## config.mk

```make
export PLATFORM = sky130hd
export DESIGN_NAME = sexpr_token_scanner
export DESIGN_NICKNAME = d
export VERILOG_FILES = /design/src/rtl/core/stk_pkg.sv /design/src/rtl/core/stk_front.sv /design/src/rtl/core/stk_queue.sv /design/src/rtl/core/stk_back.sv /design/src/rtl/core/sexpr_token_scanner.sv
export SDC_FILE = /design/constraint.sdc
export NUM_CORES = 1
export LEC_CHECK = 0
export BUFFER_PORTS_ARGS = -buffer_cell sky130_fd_sc_hd__clkbuf_2
export CAP_MARGIN = 0
export CORE_ASPECT_RATIO = 0.75
export CORE_MARGIN = 2
export CORE_UTILIZATION = 40
export CTS_CLUSTER_DIAMETER = 200
export DETAILED_ROUTE_END_ITERATION = 10
export SLEW_MARGIN = 20
export SYNTH_ARGS = -nofsm -noshare
export SYNTH_HDL_FRONTEND = slang
export SYNTH_HIERARCHICAL = 1
export SYNTH_SLANG_ARGS = --single-unit
export TNS_END_PERCENT = 20
```

## constraint.sdc

```tcl
create_clock -name clk -period 3.4 [get_ports clk]
set_input_delay 0.68 -clock clk [delete_from_list [all_inputs] [get_ports clk]]
set_output_delay 0.68 -clock clk [all_outputs]
set_load 0.02 [all_outputs]
```

## src/rtl/core/stk_pkg.sv

```systemverilog
`timescale 1ns / 1ps

package stk_pkg;

  localparam int MAX_ATOM   = 256;
  localparam int MAX_STRING = 255;
  localparam int LEN_W      = 9;

  localparam logic [LEN_W-1:0] ATOM_KEEP = LEN_W'(MAX_ATOM - 1);
  localparam logic [LEN_W-1:0] STR_KEEP  = LEN_W'(MAX_STRING);

  // scanner modes
  localparam logic [1:0] MODE_IDLE    = 2'd0;
  localparam logic [1:0] MODE_COMMENT = 2'd1;
  localparam logic [1:0] MODE_ATOM    = 2'd2;
  localparam logic [1:0] MODE_STRING  = 2'd3;

  // result kinds
  localparam logic [3:0] K_ATOM_CHAR   = 4'd0;
  localparam logic [3:0] K_STRING_CHAR = 4'd1;
  localparam logic [3:0] K_SYMBOL_END  = 4'd2;
  localparam logic [3:0] K_NUMBER_END  = 4'd3;
  localparam logic [3:0] K_STRING_END  = 4'd4;
  localparam logic [3:0] K_LPAREN      = 4'd5;
  localparam logic [3:0] K_RPAREN      = 4'd6;
  localparam logic [3:0] K_QUOTE       = 4'd7;
  localparam logic [3:0] K_DOT         = 4'd8;

  // characters
  localparam logic [7:0] C_SPACE  = 8'h20;
  localparam logic [7:0] C_TAB    = 8'h09;
  localparam logic [7:0] C_NL     = 8'h0A;
  localparam logic [7:0] C_SEMI   = 8'h3B;
  localparam logic [7:0] C_DQUOTE = 8'h22;
  localparam logic [7:0] C_QUOTE  = 8'h27;
  localparam logic [7:0] C_LPAR   = 8'h28;
  localparam logic [7:0] C_RPAR   = 8'h29;
  localparam logic [7:0] C_DOT    = 8'h2E;
  localparam logic [7:0] C_PLUS   = 8'h2B;
  localparam logic [7:0] C_MINUS  = 8'h2D;
  localparam logic [7:0] C_E      = 8'h65;
  localparam logic [7:0] C_ZERO   = 8'h30;
  localparam logic [7:0] C_NINE   = 8'h39;
  localparam logic [7:0] C_UP_A   = 8'h41;
  localparam logic [7:0] C_UP_Z   = 8'h5A;
  localparam logic [7:0] CASE_OFS = 8'h20;

  // queue between front and back
  localparam int QDEPTH = 4;
  localparam int QPTR_W = $clog2(QDEPTH);
  localparam int QCNT_W = $clog2(QDEPTH + 1);

  typedef struct packed {
    logic [3:0] kind;
    logic [7:0] char_value;
    logic       truncated;
    logic       last;
  } result_t;

  // one input byte's worth of results: r0 always, r1 when two is set
  typedef struct packed {
    logic    two;
    result_t r0;
    result_t r1;
  } entry_t;

endpackage

```

## src/rtl/core/stk_front.sv

```systemverilog
`timescale 1ns / 1ps

module stk_front (
  input  logic            clk,
  input  logic            rst,
  input  logic            in_valid,
  output logic            in_ready,
  input  logic [7:0]      ch,
  input  logic            q_ready,
  output logic            push,
  output stk_pkg::entry_t push_entry
);
  import stk_pkg::*;

  logic [1:0]       mode, mode_next;
  logic [LEN_W-1:0] len, len_next;
  logic [7:0]       prev, prev_next;
  logic             nok, nok_next;
  logic             sexp, sexp_next;
  logic             spt, spt_next;
  logic             fsign, fsign_next;
  logic             dropped, dropped_next;

  logic             fire;
  logic [7:0]       lc;
  logic             is_sep, is_tok;
  logic [3:0]       tok_kind;
  logic             in_atom;
  logic [LEN_W-1:0] b_len;
  logic [7:0]       b_prev;
  logic             b_nok, b_sexp, b_spt, b_fsign;
  logic             ab_nok, ab_sexp, ab_spt, ab_fsign;
  logic             keep;
  logic             num;
  logic             has_res;
  entry_t           e;

  assign in_ready = q_ready;
  assign fire     = in_valid && in_ready;

  always_comb begin
    lc = ((ch >= C_UP_A) && (ch <= C_UP_Z)) ? ch + CASE_OFS : ch;
    is_sep = (ch == C_SPACE) || (ch == C_TAB) || (ch == C_NL);
    is_tok = 1'b1;
    tok_kind = K_LPAREN;
    if (ch == C_LPAR) begin
      tok_kind = K_LPAREN;
    end else if (ch == C_RPAR) begin
      tok_kind = K_RPAREN;
    end else if (ch == C_QUOTE) begin
      tok_kind = K_QUOTE;
    end else begin
      is_tok = 1'b0;
    end

    // atom state as seen by this byte; a fresh atom starts from cleared state
    in_atom = (mode == MODE_ATOM);
    b_len   = in_atom ? len : '0;
    b_prev  = in_atom ? prev : 8'd0;
    b_nok   = in_atom ? nok : 1'b1;
    b_sexp  = in_atom ? sexp : 1'b0;
    b_spt   = in_atom ? spt : 1'b0;
    b_fsign = in_atom ? fsign : 1'b0;
    keep    = (b_len < ATOM_KEEP);

    ab_nok   = b_nok;
    ab_sexp  = b_sexp;
    ab_spt   = b_spt;
    ab_fsign = b_fsign;
    if ((lc == C_PLUS) || (lc == C_MINUS)) begin
      if (b_len == '0) ab_fsign = 1'b1;
      else if (b_prev != C_E) ab_nok = 1'b0;
    end else if (lc == C_E) begin
      if ((b_len == '0) || b_sexp) ab_nok = 1'b0;
      ab_sexp = 1'b1;
    end else if (lc == C_DOT) begin
      if (b_spt) ab_nok = 1'b0;
      ab_spt = 1'b1;
    end else if ((lc < C_ZERO) || (lc > C_NINE)) begin
      ab_nok = 1'b0;
    end

    num = nok && !((len == LEN_W'(1)) && fsign);

    mode_next    = mode;
    len_next     = len;
    prev_next    = prev;
    nok_next     = nok;
    sexp_next    = sexp;
    spt_next     = spt;
    fsign_next   = fsign;
    dropped_next = dropped;
    has_res      = 1'b0;
    e            = '0;

    unique case (mode)
      MODE_COMMENT: begin
        if (ch == C_NL) mode_next = MODE_IDLE;
      end
      MODE_STRING: begin
        if (ch == C_DQUOTE) begin
          has_res = 1'b1;
          e.r0 = '{kind: K_STRING_END, char_value: 8'd0, truncated: dropped, last: 1'b1};
          mode_next    = MODE_IDLE;
          len_next     = '0;
          prev_next    = 8'd0;
          nok_next     = 1'b1;
          sexp_next    = 1'b0;
          spt_next     = 1'b0;
          fsign_next   = 1'b0;
          dropped_next = 1'b0;
        end else if (len >= STR_KEEP) begin
          dropped_next = 1'b1;
        end else begin
          has_res  = 1'b1;
          len_next = len + LEN_W'(1);
          e.r0 = '{kind: K_STRING_CHAR, char_value: ch, truncated: 1'b0, last: 1'b1};
        end
      end
      MODE_ATOM: begin
        if (is_sep || is_tok) begin
          has_res = 1'b1;
          e.two   = is_tok;
          e.r0 = '{kind: num ? K_NUMBER_END : K_SYMBOL_END, char_value: 8'd0,
                   truncated: dropped, last: !is_tok};
          e.r1 = '{kind: tok_kind, char_value: 8'd0, truncated: 1'b0, last: 1'b1};
          mode_next    = MODE_IDLE;
          len_next     = '0;
          prev_next    = 8'd0;
          nok_next     = 1'b1;
          sexp_next    = 1'b0;
          spt_next     = 1'b0;
          fsign_next   = 1'b0;
          dropped_next = 1'b0;
        end else if (!keep) begin
          dropped_next = 1'b1;
        end else begin
          has_res    = 1'b1;
          e.r0 = '{kind: K_ATOM_CHAR, char_value: lc, truncated: 1'b0, last: 1'b1};
          len_next   = len + LEN_W'(1);
          prev_next  = lc;
          nok_next   = ab_nok;
          sexp_next  = ab_sexp;
          spt_next   = ab_spt;
          fsign_next = ab_fsign;
        end
      end
      MODE_IDLE: begin
        if (is_sep) begin
          mode_next = MODE_IDLE;
        end else if (ch == C_SEMI) begin
          mode_next = MODE_COMMENT;
        end else if (is_tok || (ch == C_DOT)) begin
          has_res = 1'b1;
          e.r0 = '{kind: is_tok ? tok_kind : K_DOT, char_value: 8'd0,
                   truncated: 1'b0, last: 1'b1};
        end else if (ch == C_DQUOTE) begin
          mode_next    = MODE_STRING;
          len_next     = '0;
          prev_next    = 8'd0;
          nok_next     = 1'b1;
          sexp_next    = 1'b0;
          spt_next     = 1'b0;
          fsign_next   = 1'b0;
          dropped_next = 1'b0;
        end else begin
          // first atom byte is always kept
          mode_next    = MODE_ATOM;
          has_res      = 1'b1;
          e.r0 = '{kind: K_ATOM_CHAR, char_value: lc, truncated: 1'b0, last: 1'b1};
          len_next     = LEN_W'(1);
          prev_next    = lc;
          nok_next     = ab_nok;
          sexp_next    = ab_sexp;
          spt_next     = ab_spt;
          fsign_next   = ab_fsign;
          dropped_next = 1'b0;
        end
      end
    endcase
  end

  assign push       = fire && has_res;
  assign push_entry = e;

  always_ff @(posedge clk) begin
    if (rst) begin
      mode    <= MODE_IDLE;
      len     <= '0;
      prev    <= 8'd0;
      nok     <= 1'b1;
      sexp    <= 1'b0;
      spt     <= 1'b0;
      fsign   <= 1'b0;
      dropped <= 1'b0;
    end else if (fire) begin
      mode    <= mode_next;
      len     <= len_next;
      prev    <= prev_next;
      nok     <= nok_next;
      sexp    <= sexp_next;
      spt     <= spt_next;
      fsign   <= fsign_next;
      dropped <= dropped_next;
    end
  end

  // token state is clear whenever the scanner sits between tokens
  a_idle_clear: assert property (@(posedge clk) disable iff (rst)
    (mode == MODE_IDLE) |-> (len == '0 && !dropped))
    else $error("token state not cleared between tokens");

  // string length never passes its cap
  a_str_cap: assert property (@(posedge clk) disable iff (rst)
    (mode == MODE_STRING) |-> (len <= STR_KEEP))
    else $error("string length beyond cap");

endmodule

```

## src/rtl/core/stk_queue.sv

```systemverilog
`timescale 1ns / 1ps

module stk_queue (
  input  logic            clk,
  input  logic            rst,
  input  logic            push,
  input  stk_pkg::entry_t push_entry,
  output logic            q_ready,
  input  logic            pop,
  output logic            q_valid,
  output stk_pkg::entry_t pop_entry
);
  import stk_pkg::*;

  entry_t            mem [QDEPTH];
  logic [QPTR_W-1:0] wptr, rptr;
  logic [QCNT_W-1:0] count;
  logic              do_push, do_pop;

  assign q_ready   = (count != QCNT_W'(QDEPTH));
  assign q_valid   = (count != '0);
  assign do_push   = push && q_ready;
  assign do_pop    = pop && q_valid;
  assign pop_entry = mem[rptr];

  always_ff @(posedge clk) begin
    if (do_push) mem[wptr] <= push_entry;
  end

  always_ff @(posedge clk) begin
    if (rst) begin
      wptr  <= '0;
      rptr  <= '0;
      count <= '0;
    end else begin
      if (do_push) wptr <= wptr + QPTR_W'(1);
      if (do_pop) rptr <= rptr + QPTR_W'(1);
      unique case ({do_push, do_pop})
        2'b10:   count <= count + QCNT_W'(1);
        2'b01:   count <= count - QCNT_W'(1);
        default: count <= count;
      endcase
    end
  end

  a_no_overflow: assert property (@(posedge clk) disable iff (rst)
    push |-> q_ready)
    else $error("push into full queue");

  a_count_range: assert property (@(posedge clk) disable iff (rst)
    count <= QCNT_W'(QDEPTH))
    else $error("queue count out of range");

endmodule

```

## src/rtl/core/stk_back.sv

```systemverilog
`timescale 1ns / 1ps

module stk_back (
  input  logic            clk,
  input  logic            rst,
  input  logic            q_valid,
  input  stk_pkg::entry_t pop_entry,
  output logic            pop,
  output logic            out_valid,
  input  logic            out_ready,
  output stk_pkg::result_t out_res
);
  import stk_pkg::*;

  logic    cur_valid;
  result_t cur;
  logic    pend;
  result_t pend_res;
  logic    adv;

  // output slot frees when empty or being taken this cycle
  assign adv       = !cur_valid || out_ready;
  assign pop       = adv && !pend && q_valid;
  assign out_valid = cur_valid;
  assign out_res   = cur;

  always_ff @(posedge clk) begin
    if (rst) begin
      cur_valid <= 1'b0;
      pend      <= 1'b0;
    end else if (adv) begin
      if (pend) begin
        cur_valid <= 1'b1;
        pend      <= 1'b0;
      end else begin
        cur_valid <= q_valid;
        pend      <= q_valid && pop_entry.two;
      end
    end
  end

  always_ff @(posedge clk) begin
    if (adv) begin
      if (pend) begin
        cur <= pend_res;
      end else if (q_valid) begin
        cur      <= pop_entry.r0;
        pend_res <= pop_entry.r1;
      end
    end
  end

  a_pend_behind_out: assert property (@(posedge clk) disable iff (rst)
    pend |-> cur_valid)
    else $error("second result pending with empty output");

  a_not_last_pend: assert property (@(posedge clk) disable iff (rst)
    (cur_valid && !cur.last) |-> pend)
    else $error("non-final result without follower");

endmodule

```

## src/rtl/core/sexpr_token_scanner.sv

```systemverilog
`timescale 1ns / 1ps
// Channel   Handshake              Payload
// input     in_valid / in_ready    ch[7:0]
// output    out_valid / out_ready  kind[3:0], char_value[7:0], truncated, last
//
// One byte is accepted per cycle while the 4-entry queue has room; a byte
// with two results holds the output for each result in turn, so the sustained
// rate is one byte per cycle while out_ready is high, save for atoms ended by
// a one-char token. A byte's earliest result is written into the queue when the
// byte transfers and is then loaded into the output register.
// rst is synchronous, active high; it returns the scanner to between tokens
// and empties the queue. Output stalls back up through the queue to in_ready.

module sexpr_token_scanner (
  input  logic       clk,
  input  logic       rst,
  input  logic       in_valid,
  output logic       in_ready,
  input  logic [7:0] ch,
  output logic       out_valid,
  input  logic       out_ready,
  output logic [3:0] kind,
  output logic [7:0] char_value,
  output logic       truncated,
  output logic       last
);
  import stk_pkg::*;

  logic    q_ready, q_valid, push, pop;
  entry_t  push_entry, pop_entry;
  result_t out_res;

  stk_front u_front (
    .clk        (clk),
    .rst        (rst),
    .in_valid   (in_valid),
    .in_ready   (in_ready),
    .ch         (ch),
    .q_ready    (q_ready),
    .push       (push),
    .push_entry (push_entry)
  );

  stk_queue u_queue (
    .clk        (clk),
    .rst        (rst),
    .push       (push),
    .push_entry (push_entry),
    .q_ready    (q_ready),
    .pop        (pop),
    .q_valid    (q_valid),
    .pop_entry  (pop_entry)
  );

  stk_back u_back (
    .clk       (clk),
    .rst       (rst),
    .q_valid   (q_valid),
    .pop_entry (pop_entry),
    .pop       (pop),
    .out_valid (out_valid),
    .out_ready (out_ready),
    .out_res   (out_res)
  );

  assign kind       = out_res.kind;
  assign char_value = out_res.char_value;
  assign truncated  = out_res.truncated;
  assign last       = out_res.last;

endmodule

```

# --- Word level (Yosys, flattened, before mapping) ---
# Memories as Yosys holds them, arrays and structs flattened. A register that Yosys moved wholly into a read port is not among the register bits.
# Index checks and enable logic that the tools add are counted.
op_classes:
  addsub: 6
  n_mul: 0
  div_mod_pow: 0
  magnitude_cmp: 6
  n_eq_ne: 32
  shifts: 0
  mux: 124
  n_bitwise: 1
  n_reduce_logical: 34
ops:
  columns: ["operator", "count"]
  rows:
  - ["14-bit two-way mux", 8]
  - ["8-bit by 6-bit == test with 1-bit output, second input constant", 10]
  - ["1-bit two-way mux", 72]
  - ["8-bit two-way mux", 9]
  - ["9-bit two-way mux", 8]
  - ["14-bit one-hot mux with 3 select lines", 1]
  - ["9-bit one-hot mux with 3 select lines", 1]
  - ["8-bit one-hot mux with 3 select lines", 1]
  - ["7-bit AND reduction", 3]
  - ["10-bit two-way mux", 2]
  - ["2-bit two-way mux", 9]
  - ["1-bit one-hot mux with 3 select lines", 6]
  - ["8-bit by 4-bit == test with 1-bit output, second input constant", 2]
  - ["13-bit two-way mux", 1]
  - ["4-bit two-way mux", 3]
  - ["3-bit != test, second input constant", 4]
  - ["11-bit two-way mux", 1]
  - ["1-bit logical AND", 10]
  - ["9-bit by 1-bit adder with 9-bit output, second input constant", 1]
  - ["9-bit by 1-bit == test with 1-bit output, second input constant", 1]
  - ["9-bit by 8-bit greater-or-equal comparator with 1-bit output, second input constant", 1]
  - ["9-bit zero test", 1]
  - ["9-bit by 8-bit less-than comparator with 1-bit output, second input constant", 1]
  - ["8-bit by 6-bit adder with 8-bit output, second input constant", 1]
  - ["26 further kinds", 46]
word_totals:
  ff_bits: 61
  latchBits: 0
  ramBits: 116
  mem_bits_ro: 0
  inputBits: 12
  output_inout_bits: 16
  n_memories: 1
mem_list:
  columns: ["memory", "words", "width", "rd", "rd_ports_with_merged_regs", "write_ports", "line", "source"]
  rows:
  - ["u_queue.mem", 4, 29, 1, 1, 1, "stk_queue.sv:15", "entry_t mem [QDEPTH];"]

# --- Logic depth before layout (Yosys ltp) ---
# Gate-level depths: netlist of run 1.
logic_depth:
  ltp_word: 14
  ltp_mapped: 17
  depth_no_buf: 17

# --- Cells and area by module ---
# The synthesis of run 1 kept the hierarchy.
by_module_without_submodules:
  columns: ["mod", "instances", "cells_per_inst", "area_each_um2", "seq_area_each_um2"]
  rows:
  - ["stk_queue", 1, 203, 4669.5, 3663.5]
  - ["stk_front", 1, 290, 2129.5, 480.5]
  - ["stk_back", 1, 57, 1158.6, 880.8]

# --- Worst setup path after synthesis of run 1 ---
# OpenSTA, ideal clock, no wires.
synth_timing:
  kind: "input-to-reg"
  from: "input port ch[0]"
  to: "register u_queue.count[2]"
  setup_ns: 0.070
  t_arrival_ns: 3.587
  setup_slack_ns: -0.257
  cell_stages: 17
  cell_sequence: "buf_6 > buf_2 > or4b_2 > o21ai_0 > nand2_1 > nand3_1 > o22ai_1 > nor2_1 > nor3_1 > a21boi_2 > inv_1 > ha_1 > inv_1 > fa_1 > xor2_1 > or3_1 > a21oi_1"
synth_between:
  elab_chain_cells: 13
  elab_cells_between_ends: 29
  cone_classes: "eq/ne (11); mux (11); reduce/logical (7)"
synth_lines:
  columns: ["item", "line", "source"]
  rows:
  - ["start: declaration", "sexpr_token_scanner.sv:19", "input logic [7:0] ch,"]
  - ["8-bit by 6-bit == test with 1-bit output", "stk_front.sv:50", "end else if (ch == C_QUOTE) begin"]
  - ["1-bit two-way mux", "stk_front.sv:50", null]
  - ["1-bit two-way mux", "stk_front.sv:48", "end else if (ch == C_RPAR) begin"]
  - ["1-bit two-way mux", "stk_front.sv:46", "if (ch == C_LPAR) begin"]
  - ["1-bit logical OR", "stk_front.sv:153", "end else if (is_tok || (ch == C_DOT)) begin"]
  - ["1-bit two-way mux", "stk_front.sv:153", null]
  - ["1-bit two-way mux", "stk_front.sv:151", "end else if (ch == C_SEMI) begin"]
  - ["1-bit two-way mux", "stk_front.sv:149", "if (is_sep) begin"]
  - ["1-bit one-hot mux with 3 select lines (*)", "stk_front.sv:96", "unique case (mode)"]
  - ["1-bit logical AND (*)", "stk_front.sv:183", "assign push = fire && has_res;"]
  - ["net push", "sexpr_token_scanner.sv:29", "logic q_ready, q_valid, push, pop;"]
  - ["1-bit logical AND (*)", "stk_queue.sv:22", "assign do_push = push && q_ready;"]
  - ["2-bit by 1-bit == test with 1-bit output or 2-bit == test (tied branches)", "stk_queue.sv:38", "unique case ({do_push, do_pop})"]
  - ["3-bit one-hot mux with 2 select lines or 2-bit nonzero test (tied branches)", null, null]
  - ["end signal: assignment", "stk_queue.sv:39", "2'b10: count <= count + QCNT_W'(1);"]
  - ["end signal: assignment", "stk_queue.sv:40", "2'b01: count <= count - QCNT_W'(1);"]
  - ["end signal: assignment", "stk_queue.sv:41", "default: count <= count;"]
  - ["end: declaration", "stk_queue.sv:17", "logic [QCNT_W-1:0] count;"]
# The timed path passes the listed nets; every way through them passes the cells marked *.
# A chain may end at the register's enable or synchronous reset.

# --- Final worst setup path of run 1 ---
# Same ends and word-level chain as after synthesis.

==> impl_metrics.csv, run 1 <==
group,metric,value,unit
status,outcome,"finished clean",
clock_tree,root_buffer,"clkbuf_16",
critical_path,crit_type,"in -> reg",
sta,fin_setup_tns,0,ps
detailed_routing,via_count,4831,
global_route,grt_max_degree,30,
detailed_routing,drt_iter0_markers,438,
critical_path,crit_path_cell_trace,"clkbuf_2 > or4b_2 > o21ai_1 > nand2_1 > nand3_2 > o22ai_1 > nor2_1 > nor3_1 > a21boi_4 > inv_1 > ha_2 > inv_1 > fa_2 > xor2_1 > or3_1 > a21oi_1",
critical_path,crit_slowest_cell,"or4b_2",
clock_tree,cts_tree,"yes",
detailed_routing,wl_per_cell,19.2,um
floorplanning,io_pins,28,
logic_synthesis,synth_ff_type,"edfxtp_1",
place,place_congestion,0.880,
logic_synthesis,synth_cells,550,
power,internal_power,4810,uW
place,pre_cts_ws,-164,ps
sta,relSlewSlack,0.421,
logic_synthesis,synth_top_cell_by_area,"edfxtp_1",
detailed_routing,dr.pass1.iters,5,
sta,fin_crit_sh,0.925,
place,dp_cells,857,
logic_synthesis,synth_seq_cells,179,
sta,drv_slew,0,
power,switching_share,0.300,
detailed_routing,wl,17100,um
final_layout,drive_gt1_frac,0.289,
min_path,min-delay-path-class,"reg -> reg",
power,irDropWorstVdd,525,uV
logic_synthesis,synth_area,7960,sq um
global_route,grt_pass1_vias,4775,
logic_synthesis,yosysSeqAreaShare,0.631,
place,port_buffers,27,
sta,hold_slack,459,ps
final_layout,syn2layout_area_growth,16.7,%
logic_synthesis,avgSynthCellArea,14.5,sq um
critical_path,path_common_cell,"inv_1",
clock_tree,cts_made_buffers,17,
critical_path,cp_max_fo,6,
clock_tree,h-tree-depth,4,
place,dp_hpwl,11700,um
global_route,overflow,0,
global_route,grt.total_usage,0.169,
floorplanning,start_util,0.409,
power,power_switching,2060,uW
sta,skew,9.34,ps
sta,min_period,3150,ps
sta,worstMarginPinSlew,861,ps
clock_tree,clk_path_buf_depth,2,
global_route,antenna_found_initial,0,
clock_tree,clk_pin_slew,70,ps
critical_path,cp.arrival,3500,ps
power,clkPwrFrac,0.279,
detailed_routing,final_antenna_net_count,0,
sta,setup_ws,255,ps
sta,finalSetupViolCount,0,
clock_tree,cts.sinks,179,
critical_path,cp.required,3750,ps
detailed_routing,drc_errors,0,
detailed_routing,vias_per_cell,5.43,
power,power_frac_seq,0.452,
final_layout,num-nets-final,645,
min_path,hold_path_depth,2,
critical_path,critPathMaxStageDelay,650,ps
power,p_leak,0.00323,uW
clock_tree,clk-insertion-delay-late,430,ps
logic_synthesis,yosysWarnings,6,
critical_path,startpoint_type,"input pin",
critical_path,end_kind,"flop",
sta,hold_violations,0,
global_route,grt_pass1_wl,27000,um
final_layout,antenna_cells,0,
floorplanning,fp.dieW,167,um
power,p_per_area,740,nW/um^2
logic_synthesis,async_reset_ff_frac,0,
floorplanning,design.core.area,19400,sq um
logic_synthesis,synth_top_area_frac,0.543,
floorplanning,fp.dieArea,21100,sq um
sta,rsz0062_at_grt,"false",
floorplanning,dieHeight,126,um
job,cap_violations,0,
power,p_comb_frac,0.269,
floorplanning,rows,44,
logic_synthesis,yosys-top-cells-area,"edfxtp_1 54%, dfxtp_1 8.8%, mux4_2 7.9%, mux2_2 2.0%, nor2_1 1.8%",
logic_synthesis,synth_edf_count,144,
logic_synthesis,ys_types,70,
critical_path,reg2regPathDepth,17,
sta,fmax,0.318,GHz
final_layout,instances_no_fill,889,
[sequential cells by signal (all words and copies together), names as in the netlist, named ones only]
register,count
u_back/out_res,14
u_back/out_valid,1
u_back/pend,1
u_back/pend_res,14
u_front/dropped,1
u_front/fsign,1
u_front/len,9
u_front/mode,2
u_front/nok,1
u_front/prev,8
u_front/sexp,1
u_front/spt,1
u_queue/count,3
u_queue/mem,116
u_queue/rptr,2
u_queue/wptr,2
[path summary, 6_finish.rpt]
path | start | endpoint | slack (ps)
hold / removal | u_front/prev[7]$_SDFFE_PP0P_ | u_front/prev[7]$_SDFFE_PP0P_ | 460
hold reg to reg | u_front/prev[7]$_SDFFE_PP0P_ | u_front/prev[7]$_SDFFE_PP0P_ | 460
setup reg to reg | u_front/len[4]$_SDFFE_PP0P_ | u_queue/count[2]$_SDFFE_PP0P_ | 280
setup / recovery | ch[0] | u_queue/count[2]$_SDFFE_PP0P_ | 250
[synthesized netlist by cell type (3+ instances only)]
cell	count
and3_1	6
o31ai_1	5
edfxtp_1	144
o22ai_1	5
o21ai_0	15
a31oi_1	8
mux4_2	28
buf_6	6
a211oi_1	4
mux2_2	14
ha_1	9
clkbuf_1	10
xnor2_1	3
nor2b_1	5
buf_4	13
nor2_1	38
nand2_1	25
nor3_1	10
inv_1	21
dfxtp_1	35
nor3b_1	3
a21oi_1	21
a211o_1	3
nand2b_1	8
nor4_1	4
a22oi_1	3
or3_1	7
and2_1	8
buf_2	9
o31a_1	3
xor2_1	5
nand3_1	16
or4_1	4
[critical path, delay by kind of cell]
| kind | cells | cell delay [ps] |
|---|---|---|
| and+or+nand+nor | 6 | 1320 |
| adders and majority gates | 2 | 560 |
| AOI/OAI and AO/OA | 4 | 530 |
| buffers and inverters | 3 | 260 |
| xor gates and xnor gates | 1 | 150 |
[layer usage]
metal / GRT usage / wire (um) / vias up
li1: - / - / 2253
met1: 0.246 / 8120 / 2409
met2: 0.251 / 7660 / 147
met3: 0.0333 / 936 / 22
met4: 0.0644 / 361 / 0
met5: 0 / 0 / -
[layout make-up]
cell class	count	area, sq um
Inverter	21	78.8
Timing Repair Buffer	85	658
Tap cell	253	317
Multi-Input combinational cell	319	2620
Clock buffer	17	425
Fill cell	1679	10100
Sequential cell	179	5030
Clock inverter	15	156
[power groups by stage]
| stage | logic, uW | registers, uW | clock network, uW |
|---|---|---|---|
| after floorplan | 1180 | 3240 | 0 |
| after global placement | 1860 | 3140 | 0 |
| after detailed placement | 1880 | 3160 | 0 |
| after CTS | 1890 | 3110 | 1960 |
| after global routing | 2010 | 3150 | 2050 |
| final | 1850 | 3110 | 1920 |
[what timing repair did]
action / 4_1_cts / 5_1_grt
resized for setup: 0 / 2
buffers inserted: 0 / 0
endpoints found under the setup margin: 0 / 1
hold buffers: 0 / 0
hold endpoints to repair: 0 / 0
[metrics by stage]
step	instance area, sq um	utilization	power (uW)
6_report	9290	0.478	6870
5_1_grt	9290	0.478	7210
4_1_cts	9290	0.478	6960
3_5_place_dp	8700	0.448	5040
3_3_place_gp	8700	0.448	5000
2_1_floorplan	8010	-	4410
[logic make-up (layout without fill, tap and decap cells)]
group,count (synthesis),count (layout),share of synthesized area
AO/OA/AOI/OAI,91,91,0.0833
XOR/XNOR,8,8,0.00881
adder cells (fa/ha/maj),10,10,0.0167
buffers and inverters,61,138,0.0461
flip-flops,179,179,0.631
multiplexers,46,46,0.107
other,1,10,0.000471
AND/OR/NAND/NOR,154,154,0.106
[placed cells by master (no fill, tap or decap), types with 3 or more instances in the layout]
master / netlist / layout
edfxtp_1: 144 / 144
buf_4: 13 / 51
nor2_1: 38 / 38
dfxtp_1: 35 / 32
mux4_2: 28 / 28
clkbuf_2: 0 / 27
nand2_1: 25 / 25
inv_1: 21 / 21
a21oi_1: 21 / 21
clkbuf_16: 0 / 17
nand3_1: 16 / 15
mux2_2: 14 / 14
o21ai_0: 15 / 14
conb_1: 1 / 10
nor3_1: 10 / 9
nand2b_1: 8 / 8
a31oi_1: 8 / 8
ha_1: 9 / 8
or3_1: 7 / 7
and2_1: 8 / 7
buf_12: 2 / 7
inv_6: 0 / 6
and3_1: 6 / 6
nor2b_1: 5 / 5
o22ai_1: 5 / 5
xor2_1: 5 / 5
o31ai_1: 5 / 5
inv_8: 0 / 4
nor4_1: 4 / 4
or4_1: 4 / 4
a211oi_1: 4 / 4
o31a_1: 3 / 3
nor3b_1: 3 / 3
xnor2_1: 3 / 3
nand3_2: 2 / 3
a211o_1: 3 / 3
a22oi_1: 3 / 3
dfxtp_2: 0 / 3
Note: power is estimated with default switching activity, not from simulation.
==> inputs of run 2 (changes only) <==
--- a/config.mk
+++ b/config.mk
@@ -15,6 +15,5 @@
 export SLEW_MARGIN = 20
 export SYNTH_ARGS = -nofsm -noshare
 export SYNTH_HDL_FRONTEND = slang
-export SYNTH_HIERARCHICAL = 1
 export SYNTH_SLANG_ARGS = --single-unit
 export TNS_END_PERCENT = 20
==> run 2 against run 1 <==
  * Register-to-register slack about the same
  * First-iteration DRC count down 29%
  * Sequential share of layout area fell by 7.0 points
  * Synthesized cell count decreased by 12%
  * Critical path depth shrank 1
  * Clock skew increased by 2.6 ps
  * Die area fell by 25%
  * Clock power is 7% lower
  * Highest routed layer unchanged
==> impl_metrics.csv, run 2 <==
group,metric,value,unit
power,p_leak,0.00257,uW
sta,fin_setup_tns,0,ps
floorplanning,rows,38,
critical_path,end_kind,"flop",
global_route,grt_pass1_vias,4186,
job,cap_violations,0,
critical_path,cp.required,3730,ps
min_path,min-delay-path-class,"reg -> reg",
critical_path,crit_type,"reg -> reg",
global_route,grt_pass1_wl,23400,um
logic_synthesis,synthTopCellsByCount,"89 x edfxtp_1, 35 x dfxtp_1, 31 x nor2_1",
critical_path,cp.arrival,3470,ps
final_layout,antenna_cells,0,
sta,hold_violations,0,
sta,fin_crit_sh,0.922,
detailed_routing,wl,14800,um
clock_tree,cts_made_buffers,17,
global_route,antenna_found_initial,0,
final_layout,syn2layout_area_growth,21.2,%
final_layout,drive_gt1_frac,0.238,
clock_tree,h-tree-depth,4,
clock_tree,post_cts_resized,0,
clock_tree,cts.sinks,124,
detailed_routing,drc_errors,0,
logic_synthesis,synth.most_common_cell,"edfxtp_1",
clock_tree,root_buffer,"clkbuf_16",
floorplanning,fp.dieW,144,um
critical_path,cp-startpoint,"u_front.len[0]$_SDFFE_PP0P_",
final_layout,num-nets-final,567,
sta,relSlewSlack,0.369,
final_layout,final_common_cell,"edfxtp_1",
logic_synthesis,ys_types,66,
logic_synthesis,yosysSeqAreaShare,0.572,
sta,drv_slew,0,
power,power_switching,1650,uW
critical_path,reg2reg_to,"u_queue.count[2]$_SDFFE_PP0P_",
clock_tree,clk_pin_slew,60,ps
logic_synthesis,yosys-top-cells-area,"edfxtp_1 45%, dfxtp_1 12%, mux4_2 6.9%, a21oi_1 2.1%, nor2_1 2.0%",
logic_synthesis,yosysWarnings,0,
power,clkPwrFrac,0.337,
place,place_congestion,0.945,
sta,fmax,0.319,GHz
detailed_routing,drt_iter0_markers,313,
logic_synthesis,synth_ff_type,"edfxtp_1",
logic_synthesis,synth_area,5900,sq um
power,p_comb_frac,0.260,
floorplanning,design.core.area,14500,sq um
global_route,grt_max_degree,26,
power,internal_power,3660,uW
detailed_routing,dr.pass1.iters,5,
clock_tree,clk_path_buf_depth,2,
floorplanning,dieHeight,109,um
floorplanning,io_pins,28,
sta,finalSetupViolCount,0,
detailed_routing,final_antenna_net_count,0,
status,outcome,"finished clean",
final_layout,layout_common_cells,"89 x edfxtp_1, 41 x buf_4, 35 x dfxtp_1, 31 x nor2_1, 27 x clkbuf_2",
power,p_per_area,743,nW/um^2
logic_synthesis,synth_seq_cells,124,
power,power_frac_seq,0.403,
detailed_routing,via_count,4252,
clock_tree,clk-insertion-delay-late,420,ps
detailed_routing,wl_per_cell,19.5,um
power,switching_share,0.310,
global_route,grt.total_usage,0.204,
logic_synthesis,synth_fp_nets,506,
critical_path,cp_max_fo,4,
global_route,overflow,0,
critical_path,reg2regPathDepth,15,
critical_path,endpoint,"u_queue.count[2]$_SDFFE_PP0P_",
logic_synthesis,async_reset_ff_frac,0,
logic_synthesis,avgSynthCellArea,12.2,sq um
clock_tree,post_cts_buffers,0,
final_layout,post-route-util,0.495,
sta,min_period,3130,ps
clock_tree,hold_buffers,0,
clock_tree,cts_tree,"yes",
logic_synthesis,synth_cells,484,
logic_synthesis,synth_top_cell_by_area,"edfxtp_1",
floorplanning,start_util,0.408,
floorplanning,fp.dieArea,15800,sq um
power,irDropWorstVdd,507,uV
final_layout,largest_reg_flops,72,
place,dp_hpwl,10600,um
detailed_routing,vias_per_cell,5.61,
logic_synthesis,synth_edf_count,89,
place,port_buffers,27,
critical_path,r2r_slack,270,ps
critical_path,startpoint_type,"flop",
sta,skew,11.9,ps
logic_synthesis,synth_top_area_frac,0.453,
final_layout,top_register,"u_queue.mem",
sta,rsz0062_at_grt,"false",
sta,worstMarginPinSlew,938,ps
critical_path,r2r_start,"u_front.len[0]$_SDFFE_PP0P_",
run 2: changes by cell type in the layout (fill, tap and decap cells not counted), sizes merged, moves of 7 or more:
cell,delta
buf,-13
conb,-10
edfxtp,-55
mux2,-13
mux4,-11
nand3,-10
nand4,+11
nor2,-7
nor2b,+8
o21ai,+8
run 2: logic make-up (layout without fill, tap and decap cells):
kind of cell	count (synthesis)	after routing	synth area share
AO/OA/AOI/OAI	111	111	0.133
XOR/XNOR	7	7	0.0104
adder cells (fa/ha/maj)	10	10	0.0225
buffers and inverters	55	129	0.0371
flip-flops	124	124	0.572
multiplexers	22	22	0.0759
AND/OR/NAND/NOR	155	155	0.150
run 2: stage by stage:
stage | setup slack, ps | hold WS [ps] | total power [uW] | instances | cell area [sq um]
after floorplan | 53.9 | 429 | 3030 | 484 | 5900
final | 266 | 466 | 5310 | 758 | 7150
after CTS | 163 | 463 | 5370 | 758 | 7140
after detailed placement | 80.2 | 453 | 3560 | 726 | 6550
after global routing | 27.7 | 485 | 5600 | 758 | 7150
after global placement | 64.9 | 447 | 3540 | 726 | 6550
run 2: how the worst min path moves through the flow:
stage	startpoint	endpoint	slack, ps	cells past startpoint
3_3_place_gp	u_front.fsign$_SDFFE_PP0P_	u_front.fsign$_SDFFE_PP0P_	450	2
4_1_cts	u_front.spt$_SDFFE_PP0P_	u_front.spt$_SDFFE_PP0P_	460	2
3_5_place_dp	u_front.spt$_SDFFE_PP0P_	u_front.spt$_SDFFE_PP0P_	450	2
5_1_grt	u_front.dropped$_SDFFE_PP0P_	u_front.dropped$_SDFFE_PP0P_	480	2
2_1_floorplan	u_front.dropped$_SDFFE_PP0P_	u_front.dropped$_SDFFE_PP0P_	430	2
6_report	u_front.spt$_SDFFE_PP0P_	u_front.spt$_SDFFE_PP0P_	470	2
run 2: area by class of cell:
| type | count | area, sq um |
|---|---|---|
| Inverter | 25 | 93.8 |
| Clock inverter | 15 | 161 |
| Multi-Input combinational cell | 305 | 2320 |
| Sequential cell | 124 | 3370 |
| Fill cell | 1319 | 7300 |
| Timing Repair Buffer | 72 | 523 |
| Clock buffer | 17 | 425 |
| Tap cell | 200 | 250 |
run 2: routing by layer:
metal / up-vias / track usage / share of wire
met5: - / 0 / 0
met4: 0 / 0.0603 / 0.012
met3: 17 / 0.0536 / 0.064
met2: 119 / 0.294 / 0.43
met1: 2122 / 0.301 / 0.49
li1: 1994 / - / -
run 2: power by group through the flow:
stage                     combinational [uW]  sequential [uW]  clock (uW)
after global placement                  1370             2170           0
after global routing                    1530             2180        1890
after detailed placement                1380             2180           0
final                                   1380             2140        1790
after CTS                               1390             2150        1830
after floorplan                          808             2220           0
run 2: critical path, cell delays in order (launching register included):
cell     delay, ps
dfxtp_1        310
ha_1           230
inv_1           90
nor2_1          70
and3_1         190
ha_1           230
nor2_1          90
o21ai_1        120
a21o_1         250
a31oi_4        210
inv_1           60
ha_1           210
fa_1           380
xnor2_1        150
or3_1          300
a21oi_1        150
==> inputs of run 3 (changes only) <==
--- a/config.mk
+++ b/config.mk
@@ -9,11 +9,13 @@
 export CAP_MARGIN = 0
 export CORE_ASPECT_RATIO = 0.75
 export CORE_MARGIN = 2
-export CORE_UTILIZATION = 40
+export CORE_UTILIZATION = 50
 export CTS_CLUSTER_DIAMETER = 200
 export DETAILED_ROUTE_END_ITERATION = 10
+export PLACE_DENSITY = 0.69
 export SLEW_MARGIN = 20
 export SYNTH_ARGS = -nofsm -noshare
 export SYNTH_HDL_FRONTEND = slang
+export SYNTH_HIERARCHICAL = 1
 export SYNTH_SLANG_ARGS = --single-unit
 export TNS_END_PERCENT = 20
==> constraint.sdc (replaced) <==
create_clock -name clk -period 3.4 [get_ports clk]
set_input_delay 1.02 -clock clk [delete_from_list [all_inputs] [get_ports clk]]
set_output_delay 1.02 -clock clk [all_outputs]
set_load 0.02 [all_outputs]
==> run 3 against run 2 <==
  * Cell count up 12%
  * Power grew 31%
  * Sequential power is 47% higher
  * Non-clock buffer count up 22
  * Cell area increased by 31%
  * Worst setup slack lost 180 ps
  * Global-route usage increased by 0.18 points
  * Sequential cell count is 55 higher
  * Maximum frequency decreased by 5.4%
  * Core utilization is 11 points higher
  * Critical endpoint is now u_queue/count[2]$_SDFFE_PP0P_
  * Highest routed layer unchanged
==> impl_metrics.csv, run 3 (synthesis results as in run 1) <==
group,metric,value,unit
final_layout,final_area,9360,sq um
global_route,grt.total_usage,0.205,
critical_path,reg2regPathDepth,17,
power,switching_share,0.290,
place,place_congestion,0.929,
sta,relSlewSlack,0.630,
critical_path,crit_type,"in -> reg",
sta,fmax,0.302,GHz
final_layout,final_common_cell,"edfxtp_1",
clock_tree,clk_path_buf_depth,2,
detailed_routing,vias_per_cell,5.72,
critical_path,end_kind,"flop",
global_route,antenna_found_initial,0,
critical_path,cp.arrival,3680,ps
min_path,min-delay-path-class,"reg -> reg",
detailed_routing,wl_per_cell,19.3,um
critical_path,reg2reg_to,"u_queue/count[2]$_SDFFE_PP0P_",
final_layout,top_register,"u_queue/mem",
critical_path,worst-path-buf-inv,4,
floorplanning,fp.dieArea,17000,sq um
final_layout,drive_gt1_frac,0.315,
clock_tree,hold_buffers,0,
global_route,grt_pass1_vias,4880,
global_route,grt_pass1_wl,25900,um
power,clkPwrFrac,0.289,
clock_tree,h-tree-depth,4,
clock_tree,cts.sinks,179,
detailed_routing,drt_iter0_markers,419,
power,power_switching,2020,uW
clock_tree,root_buffer,"clkbuf_16",
sta,rsz0062_at_grt,"true",
final_layout,instances_no_fill,850,
detailed_routing,drc_errors,0,
sta,fin_crit_sh,0.974,
place,postPlaceCellArea,8690,sq um
status,outcome,"finished clean",
min_path,min_from,"u_front/prev[1]$_SDFFE_PP0P_",
power,irDropWorstVdd,415,uV
sta,drv_slew,0,
global_route,grt_max_degree,30,
place,dp_hpwl,11100,um
final_layout,num-nets-final,654,
critical_path,critPathMaxStageDelay,470,ps
critical_path,r2r_start,"u_front/len[0]$_SDFFE_PP0P_",
power,internal_power,4950,uW
place,port_buffers,27,
power,p_leak,0.00330,uW
floorplanning,rows,39,
critical_path,startpoint_type,"input pin",
critical_path,r2r_slack,320,ps
clock_tree,cts_tree,"yes",
place,dp_cells,817,
clock_tree,clk-insertion-delay-late,430,ps
critical_path,crit_slowest_cell,"or4_4",
power,p_comb_frac,0.261,
critical_path,cp_top_family,"simple AND/OR/NAND/NOR gates",
detailed_routing,wl,16400,um
clock_tree,clk_pin_slew,70,ps
global_route,overflow,0,
job,cap_violations,0,
final_layout,layout_common_cells,"144 x edfxtp_1, 62 x buf_4, 37 x nor2_1, 34 x dfxtp_1, 28 x mux4_2",
critical_path,cp.required,3760,ps
final_layout,largest_reg_flops,116,
detailed_routing,via_count,4861,
floorplanning,start_util,0.516,
final_layout,post-route-util,0.607,
floorplanning,design.core.area,15400,sq um
sta,worstMarginPinSlew,550,ps
final_layout,nFillCells,1197,
power,power_frac_seq,0.450,
critical_path,crit_path_cell_trace,"clkbuf_4 > buf_6 > nand4b_1 > or4_4 > nand3_2 > o22ai_2 > nor2_1 > nor3_2 > a21boi_4 > inv_1 > ha_2 > inv_2 > fa_2 > xor2_1 > or3_1 > a21oi_1",
min_path,hold_end,"u_front/prev[1]$_SDFFE_PP0P_",
detailed_routing,dr.pass1.iters,7,
power,p_per_area,744,nW/um^2
sta,min_period,3310,ps
final_layout,antenna_cells,0,
sta,hold_violations,0,
sta,fin_setup_tns,0,ps
sta,skew,9.02,ps
clock_tree,cts_made_buffers,17,
floorplanning,dieHeight,113,um
floorplanning,io_pins,28,
floorplanning,fp.dieW,150,um
min_path,hold_path_depth,2,
critical_path,cp_max_fo,10,
detailed_routing,final_antenna_net_count,0,
final_layout,syn2layout_area_growth,17.6,%
sta,finalSetupViolCount,0,
run 3: cell count changes in the layout (fill, tap and decap cells not counted), sizes merged, moves of 11 or more:
| cell | previous run | this run |
|---|---|---|
| buf | 45 | 68 |
| nand4 | 12 | 1 |
| mux4 | 18 | 29 |
| edfxtp | 89 | 144 |
| mux2 | 2 | 15 |
run 3: worst register-to-register path, stage by stage (launching register included):
cell and delay, ps:
dfxtp_1 450, ha_1 250, nand2_1 120, nor2_1 110, ha_1 190, inv_1 90
a21oi_1 160, o22ai_2 110, nor2_1 130, nor3_2 60, a21boi_4 150, inv_1 60
ha_2 170, inv_2 40, fa_2 330, xor2_1 150, or3_1 310, a21oi_1 130
run 3: layer usage:
metal / part of all wire / GRT usage / up-vias
met2: 0.47 / 0.308 / 149
met5: 0 / 0 / -
met1: 0.45 / 0.290 / 2421
met4: 0.015 / 0.0767 / 0
li1: - / - / 2270
met3: 0.065 / 0.0565 / 21
run 3: what timing repair did:
action                                  CTS  global route
buffers inserted                          0             1
hold endpoints to repair                  0             0
gates resized for setup                   0            14
endpoints found under the setup margin    0             2
run 3: how the worst max path moves through the flow:
stage | from | endpoint | slack [ps] | cells after the start
after CTS | ch[1] | u_queue/count[2]$_SDFFE_PP0P_ | 80 | 16
final | ch[1] | u_queue/count[2]$_SDFFE_PP0P_ | 90 | 16
after global routing | ch[1] | u_queue/count[2]$_SDFFE_PP0P_ | -30 | 16
after global placement | ch[2] | u_queue/count[2]$_SDFFE_PP0P_ | -270 | 15
after floorplan | ch[4] | u_queue/count[2]$_SDFFE_PP0P_ | -300 | 14
after detailed placement | ch[1] | u_queue/count[2]$_SDFFE_PP0P_ | -370 | 16
run 3: final cells by class:
cell class	count	area (sq um)	share of cell area
Inverter	21	78.8	0.00842
Clock buffer	19	433	0.0462
Tap cell	205	256	0.0274
Sequential cell	179	5030	0.537
Clock inverter	13	174	0.0186
Multi-Input combinational cell	319	2700	0.288
Timing Repair Buffer	94	694	0.0742
run 3: per-stage QoR:
step	setup slack, ps	power, uW	hold WS (ps)
2_1_floorplan	-300	4420	429
3_3_place_gp	-274	4950	444
3_5_place_dp	-369	5010	451
4_1_cts	84.4	7030	460
5_1_grt	-25.9	7290	493
6_report	86.9	6970	460
run 3: power groups by stage:
stage / clock network (uW) / registers [uW] / logic, uW
after floorplan: 0 / 3230 / 1190
after global placement: 0 / 3160 / 1790
after detailed placement: 0 / 3190 / 1820
after CTS: 2060 / 3140 / 1830
after global routing: 2130 / 3190 / 1980
final: 2010 / 3140 / 1820
